==> config.mk <==
export PLATFORM = sky130hd
export DESIGN_NAME = vtt_front
export DESIGN_NICKNAME = d
export VERILOG_FILES = /design/src/hdl/vtt_pkg.sv /design/src/hdl/vtt_front.sv
export SDC_FILE = /design/constraint.sdc
export NUM_CORES = 1
export LEC_CHECK = 0
export CELL_PAD_IN_SITES_DETAIL_PLACEMENT = 1
export CELL_PAD_IN_SITES_GLOBAL_PLACEMENT = 2
export CORE_MARGIN = 3
export CORE_UTILIZATION = 30
export DETAILED_ROUTE_END_ITERATION = 8
export DONT_BUFFER_PORTS = 1
export GPL_ROUTABILITY_DRIVEN = 0
export GPL_TIMING_DRIVEN = 0
export PLACE_DENSITY_LB_ADDON = 0.08
export SYNTH_ARGS = -nofsm -noshare
export SYNTH_HDL_FRONTEND = slang
export SYNTH_SLANG_ARGS = --single-unit
==> constraint.sdc <==
create_clock -name i_clk -period 2.5 [get_ports i_clk]
set_input_delay 0 -clock i_clk [delete_from_list [all_inputs] [get_ports i_clk]]
set_output_delay 0 -clock i_clk [all_outputs]
set_load 0.01 [all_outputs]
==> src/hdl/vtt_pkg.sv <==
package vtt_pkg;

    // Grid geometry and widths.
    localparam int COLS      = 64;
    localparam int ROWS      = 24;
    localparam int MAX_ARGS  = 16;
    localparam int CELLS     = COLS * ROWS;
    localparam int COL_W     = 6;
    localparam int ROW_W     = 5;
    localparam int ADDR_W    = 11;
    localparam int CNT_W     = 11;
    localparam int ARG_W     = 16;
    localparam int IDX_W     = 4;
    localparam int ARG_SLOTS = 16;
    localparam int ARG_MAX   = 65535;

    // Character codes.
    localparam logic [7:0] CH_ESC  = 8'h1b;
    localparam logic [7:0] CH_NL   = 8'h0a;
    localparam logic [7:0] CH_BS   = 8'h08;
    localparam logic [7:0] CH_BEL  = 8'h07;
    localparam logic [7:0] REV_BIT = 8'h80;

    typedef struct packed {
        logic        opcode;
        logic [7:0]  data_byte;
        logic [5:0]  read_col;
        logic [4:0]  read_row;
    } t_in_item;

    typedef struct packed {
        logic [7:0]  cell_value;
        logic [5:0]  cursor_col;
        logic [4:0]  cursor_row;
        logic        reverse_on;
        logic        in_escape;
        logic        seq_error;
    } t_out_item;

    typedef enum logic [1:0] {
        CMD_NOP,
        CMD_BYTE,
        CMD_READ
    } t_cmd_kind;

    // Classified transaction handed from the front to the back.
    typedef struct packed {
        t_cmd_kind   kind;
        logic [7:0]  data;
        logic [5:0]  col;
        logic [4:0]  row;
    } t_cmd;

endpackage

==> src/hdl/vtt_front.sv <==
module vtt_front (
    input  logic          i_clk,
    input  logic          i_rst_n,
    input  logic          i_in_valid,
    output logic          o_in_stall,
    input  vtt_pkg::t_in_item i_in_item,
    output logic          o_cmd_valid,
    output vtt_pkg::t_cmd o_cmd,
    input  logic          i_cmd_pop
);
    import vtt_pkg::*;

    t_cmd       r_q [2];
    logic       r_wp, r_rp;
    logic [1:0] r_count;
    logic       push;
    t_cmd       cls;

    // Classify the incoming transaction.
    always_comb begin
        cls.data = i_in_item.data_byte;
        cls.col  = i_in_item.read_col;
        cls.row  = i_in_item.read_row;
        if (i_in_item.opcode) begin
            cls.kind = CMD_READ;
        end else if (i_in_item.data_byte == 8'h00) begin
            cls.kind = CMD_NOP;
        end else begin
            cls.kind = CMD_BYTE;
        end
    end

    assign o_in_stall  = (r_count == 2'd2);
    assign push        = i_in_valid && !o_in_stall;
    assign o_cmd_valid = (r_count != 2'd0);
    assign o_cmd       = r_q[r_rp];

    // Two-entry queue pointers.
    always_ff @(posedge i_clk) begin
        if (!i_rst_n) begin
            r_wp    <= 1'b0;
            r_rp    <= 1'b0;
            r_count <= 2'd0;
        end else begin
            if (push) begin
                r_wp <= ~r_wp;
            end
            if (i_cmd_pop) begin
                r_rp <= ~r_rp;
            end
            r_count <= r_count + {1'b0, push} - {1'b0, i_cmd_pop};
        end
    end

    // Queue storage.
    always_ff @(posedge i_clk) begin
        if (push) begin
            r_q[r_wp] <= cls;
        end
    end

endmodule

==> results of run 1 <==
==> layer usage <==
layer / vias up / GRT usage, % / share of wire, % / wire, um
li1: 413 / - / - / -
met1: 436 / 11.3 / 39 / 1270
met2: 29 / 16.0 / 52 / 1680
met3: 6 / 4.51 / 7.0 / 226
met4: 0 / 3.45 / 1.6 / 53
met5: - / 0 / 0 / 0
==> state kept, by name (all words and copies together), names as in the netlist, named ones only <==
name / flops
r_q: 42
r_wp: 1
r_count: 2
r_rp: 1
==> worst register-to-register path, stage by stage, from the launching register on <==
cell and delay [ps]:
dfxtp_1 350, nand2b_1 150, and3_1 870
==> kinds of logic after synthesis <==
| family | share of synthesized area [%] |
|---|---|
| AND/OR/NAND/NOR | 4.21 |
| multiplexers | 17.5 |
| flip-flops | 73.9 |
| AO/OA/AOI/OAI | 0.271 |
| XOR/XNOR | 0.951 |
| buffers and inverters | 1.83 |
| adder cells (fa/ha/maj) | 1.36 |
==> cells in the mapped netlist <==
library cell and n:
buf_6 2, a21oi_1 1, mux2i_1 1, or2_2 1, nand2_1 2, xnor2_1 1, and3_1 1, ha_1 2
nor4_1 2, xor2_1 1, dfxtp_1 5, nand2b_1 2, nor2_1 4, and2_1 2, inv_1 3, mux2_4 20
nor3_1 1, mux2_2 1, edfxtp_1 42
==> area by class of cell <==
type                       count  share of cell area [%]
clock buffer                   5                    2.97
buffer                         2                   0.972
inverter                       3                   0.486
multi-input combinational     42                    19.4
clock inverter                 3                    2.92
sequential                    47                    58.8
tap                           72                    3.89
timing repair buffer          24                    10.6
==> per-stage QoR <==
| stage | hold WS (ps) | setup WS, ps | std cells |
|---|---|---|---|
| floorplan | 98.9 | 645 | 94 |
| global placement | 99.0 | -34.1 | 166 |
| detailed placement | 99.0 | 682 | 167 |
| CTS | 12.6 | 672 | 198 |
| global route | 64.2 | 592 | 198 |
| finish | 41.5 | 749 | 198 |
==> final timing paths <==
kind | start | end | slack [ps] | depth (start not counted)
hold / removal | i_in_item[13] | r_q[1][19]$_DFFE_PP_ | 40 | 2
setup reg to reg | r_count[0]$_SDFF_PN0_ | r_q[1][19]$_DFFE_PP_ | 750 | 2
setup / recovery | r_count[0]$_SDFF_PN0_ | r_q[1][19]$_DFFE_PP_ | 750 | 2
hold reg to reg | r_wp$_SDFFE_PN0P_ | r_wp$_SDFFE_PN0P_ | 520 | 2
==> power groups by stage <==
stage / registers (uW) / clock network [uW] / logic, uW
5_1_grt: 989 / 699 / 322
3_3_place_gp: 997 / 0 / 251
3_5_place_dp: 1000 / 0 / 267
6_report: 981 / 639 / 291
4_1_cts: 982 / 664 / 302
2_1_floorplan: 992 / 0 / 211
==> flow_summary_export.csv, run 1 <==
group,metric,value,unit
yosys,ys_ff_latch,47,
clock_tree,cts_buffer_depth,2,
clock_tree,root_buffer,"clkbuf_8",
global_route,track_usage,9.77,%
yosys,synth.distinct_cells,19,
yosys,yosysWarnings,0,
finish,final_nets,151,
finish,fillCellCount,575,
sta,skew,4.95,ps
finish,drive_above_1_share,27.0,%
critical_path,cp_slowest_stage_delay,870,ps
finish,regArea,1360,sq um
die,die_w,84.4,um
placement,port_buffers,0,
detailed_routing,drt_iter0_markers,38,
clock_tree,cts_setup_buffers,0,
detailed_routing,vias,884,
die,start_util,32.3,%
power,p_comb_share,15.2,%
sta,tns,0,ps
power,p_seq_share,51.3,%
die,die-area,7120,sq um
clock_tree,post_cts_resized,0,
finish,multi_input_area,449,sq um
sta,maxSlewViolCount,0,
clock_tree,worstSkewPairLatency,290,ps
power,pwr_density_cell,825,nW/um^2
placement,hpwl,2200,um
clock_tree,cts_buffers,5,
min_path,worstHoldPathType,"in2reg",
critical_path,cp_cell_sequence,"nand2b_1 > and3_1",
sta,slew-limit-headroom,30.0,%
sta,setup_viol,0,
critical_path,crit_arrival,1670,ps
global_route,grt_antenna_before_repair,0,
clock_tree,cts_max_level,2,
run,max_cap_viol_count,0,
power,clock_power_share,33.4,%
die,core,5710,sq um
finish,post-route-util,40.6,%
yosys,synth_area,1840,sq um
detailed_routing,drc_errors,0,
critical_path,required,2410,ps
clock_tree,cts_sinks,47,
die,ioPinCount,47,
sta,worstMarginPinSlew,1050,ps
yosys,synthTopCellsByArea,"edfxtp_1 (68%), mux2_4 (16%), dfxtp_1 (5.4%), ha_1 (1.4%), buf_6 (1.2%)",
critical_path,crit_family,"simple AND/OR/NAND/NOR gates",
detailed_routing,ant_nets,0,
power,p_int,1490,uW
critical_path,start_kind,"register",
yosys,syn_nets,120,
critical_path,critPathCaptureType,"register",
global_route,grt_max_degree,22,
die,row_count,27,
global_route,grt_pass1_vias,1031,
sta,hold_viol_final,0,
clock_tree,clkTransAtPathRegs,80,ps
sta,fmax,571,MHz
finish,n_antenna_cell,0,
finish,final_common_cell,"edfxtp_1",
die,die_h,84.4,um
power,power,1910,uW
yosys,seq_area_frac_synth,73.9,%
detailed_routing,drt-total-wl,3230,um
global_route,grt_pass1_wl,5240,um
yosys,syn_area_per_cell,19.6,sq um
critical_path,slowest_stage,"and3_1",
sta,post-route-min-period,1750,ps
placement,place_area,1950,sq um
finish,final_cell_mix,"edfxtp_1 (42), dlygate4sd3_1 (23), mux2_4 (20), dfxtp_1 (5), clkbuf_8 (5)",
finish,synthToLayoutAreaGrowth,25.7,%
power,switching_share,21.8,%
global_route,grt_remaining_overflow,0,
clock_tree,cts_tree,"yes",
clock_tree,cts_hold_buf,23,
status,outcome,"finished clean",
critical_path,critPathBufInv,0,
yosys,synth_top_area_cell,"edfxtp_1",
detailed_routing,via_per_inst,4.46,
detailed_routing,dr.pass1.iters,2,
finish,finalInstanceArea,2320,sq um
sta,period_share,70.1,%
yosys,syn_inst,94,
power,p_switching,418,uW
power,vdd_drop_max,0.000364,V
power,leakage,0.000853,uW
yosys,yosysTopAreaCellShare,68.5,%
detailed_routing,post_drt_wl_per_cell,16.3,um
critical_path,critPathMaxFanout,21,
sta,rsz0062_at_grt,"false",
critical_path,crit_type,"reg2reg",
(Power assumes the default switching activity.)
==> inputs of run 2 (changes only) <==
==> constraint.sdc (replaced) <==
create_clock -name i_clk -period 1.75 [get_ports i_clk]
set_input_delay 0 -clock i_clk [delete_from_list [all_inputs] [get_ports i_clk]]
set_output_delay 0 -clock i_clk [all_outputs]
set_load 0.01 [all_outputs]
==> run 2 against run 1 <==
  * Register-to-register slack worse by 640 ps
  * Cell count down 0.51%
  * Total power up 28%
  * Wire length down 0.68%
  * Global-route usage down 0.28 points
  * Via count up 0.90%
  * Combinational power up 43%
  * Setup slack worse by 640 ps
  * Sequential power up 44%
  * Non-clock buffer count down 1
  * Highest routed layer unchanged
==> flow_summary_export.csv, run 2 (synthesis gave the netlist of run 1 again) <==
group,metric,value,unit
detailed_routing,dr.pass1.iters,3,
sta,skew,3.09,ps
finish,largest_reg_flops,42,
sta,maxSlewViolCount,0,
sta,fmax,609,MHz
die,row_count,27,
status,outcome,"finished clean",
sta,period_share,93.8,%
finish,final_nets,150,
clock_tree,cts_tree,"yes",
sta,post-route-min-period,1640,ps
finish,n_antenna_cell,0,
sta,fin_hold_ws,28.7,ps
global_route,grt_antenna_before_repair,0,
detailed_routing,post_drt_wl_per_cell,16.3,um
clock_tree,cts_buffers,5,
critical_path,start_kind,"register",
die,ioPinCount,47,
sta,worstMarginPinSlew,665,ps
placement,dp_slack,-220,ps
finish,largest_register,"r_q",
finish,synthToLayoutAreaGrowth,23.2,%
clock_tree,cts_max_level,2,
sta,setup_viol,0,
detailed_routing,via_per_inst,4.53,
global_route,grt_max_degree,22,
placement,port_buffers,0,
critical_path,crit_arrival,1860,ps
critical_path,critPathMaxFanout,3,
sta,hold_viol_final,0,
die,die_h,84.4,um
run,max_cap_viol_count,0,
detailed_routing,ant_nets,0,
detailed_routing,vias,892,
sta,slew-limit-headroom,55.6,%
power,pwr_density_cell,1080,nW/um^2
critical_path,crit_type,"reg2reg",
critical_path,required,1970,ps
detailed_routing,drt-total-wl,3210,um
clock_tree,clkTransAtPathRegs,80,ps
min_path,worstHoldPathType,"in2reg",
global_route,grt_remaining_overflow,0,
die,start_util,32.3,%
clock_tree,worstSkewPairLatency,290,ps
finish,final_cell_mix,"edfxtp_1 (42), dlygate4sd3_1 (23), mux2_4 (20), dfxtp_1 (5), clkbuf_8 (5)",
critical_path,critPathCaptureType,"register",
global_route,grt_pass1_wl,5070,um
die,die_w,84.4,um
clock_tree,root_buffer,"clkbuf_8",
detailed_routing,drc_errors,0,
finish,fillCellCount,596,
finish,reg.largest.list,"r_q: 42 flops, r_count: 2 flops",
clock_tree,cts_sinks,47,
die,die-area,7120,sq um
global_route,track_usage,9.49,%
placement,hpwl,2140,um
power,vdd_drop_max,0.000402,V
global_route,grt_pass1_vias,993,
finish,final_common_cell,"edfxtp_1",
die,core,5710,sq um
sta,setup_slack,109,ps
detailed_routing,drt_iter0_markers,25,
clock_tree,cts_buffer_depth,2,
finish,drive_above_1_share,28.0,%
power,leakage,0.000828,uW
[run 2: cell types whose count changed in the layout (fill, tap and decap cells not counted)]
cell | previous run | this run
bufinv_16 | 2 | 0
buf_8 | 1 | 0
nand2b_1 | 2 | 1
clkinv_4 | 0 | 1
nand2_1 | 2 | 1
nand2_2 | 0 | 1
and3_2 | 0 | 1
and3_1 | 1 | 0
nand2b_4 | 0 | 1
nor2_4 | 0 | 1
clkinv_1 | 0 | 1
nor2_2 | 1 | 0
[run 2: what timing repair did]
item | in CTS | in global routing
endpoints found under the hold margin | 47 | 0
setup endpoints to repair | 42 | 1
buffers inserted | 0 | 0
hold buffers | 23 | 0
gates resized for setup | 2 | 2
[run 2: final cells by class]
class / instances / area (sq um) / area share [%]
clock inverters: 3 / 20.0 / 0.882
inverters: 3 / 11.3 / 0.496
multi-input cells: 42 / 465 / 20.5
flip-flops and latches: 47 / 1360 / 60.0
plain buffers: 2 / 22.5 / 0.992
clock buffers: 5 / 68.8 / 3.03
well taps: 72 / 90.1 / 3.97
repair buffers: 23 / 230 / 10.1
[run 2: worst max-delay path, cell delays in order, from the launching register on]
cell	delay, ps
dfxtp_1	370
nand2b_4	150
nand2_2	100
ha_1	290
inv_1	40
ha_1	170
xor2_1	150
and2_1	170
nor3_1	130
[run 2: per-layer routing]
metal | vias up | wire length, um | GRT usage, %
met3 | 5 | 232 | 4.42
met1 | 444 | 1260 | 10.6
met4 | 0 | 44 | 4.32
met2 | 31 | 1670 | 15.5
li1 | 412 | - | -
met5 | - | 0 | 0
[run 2: worst paths after layout]
check,start,endpoint,slack (ps),cells after the start
max,r_count[0]$_SDFF_PN0_,r_count[1]$_SDFF_PN0_,110,8
min,i_in_item[14],r_q[1][19]$_DFFE_PP_,30,2
max reg2reg,r_count[0]$_SDFF_PN0_,r_count[1]$_SDFF_PN0_,110,8
min reg2reg,r_rp$_SDFFE_PN0P_,register,520,2
[run 2: metrics by stage]
step	utilization (%)	cells	setup TNS (ps)	cell area [sq um]	total power, uW
after detailed placement	33.9	166	-5860	1930	1800
after floorplan	-	94	0	1840	1720
final	39.8	197	0	2270	2440
after CTS	39.6	197	0	2260	2480
after global routing	39.8	197	-3.69	2270	2580
after global placement	33.9	166	-4490	1930	1780
[run 2: where the power goes]
| group | switching [uW] | total (uW) | internal [uW] | leakage, uW |
|---|---|---|---|---|
| Sequential | 44.3 | 1410 | 1360 | 0.000433 |
| Clock | 343 | 621 | 278 | 0.0000418 |
| Combinational | 215 | 417 | 202 | 0.000353 |
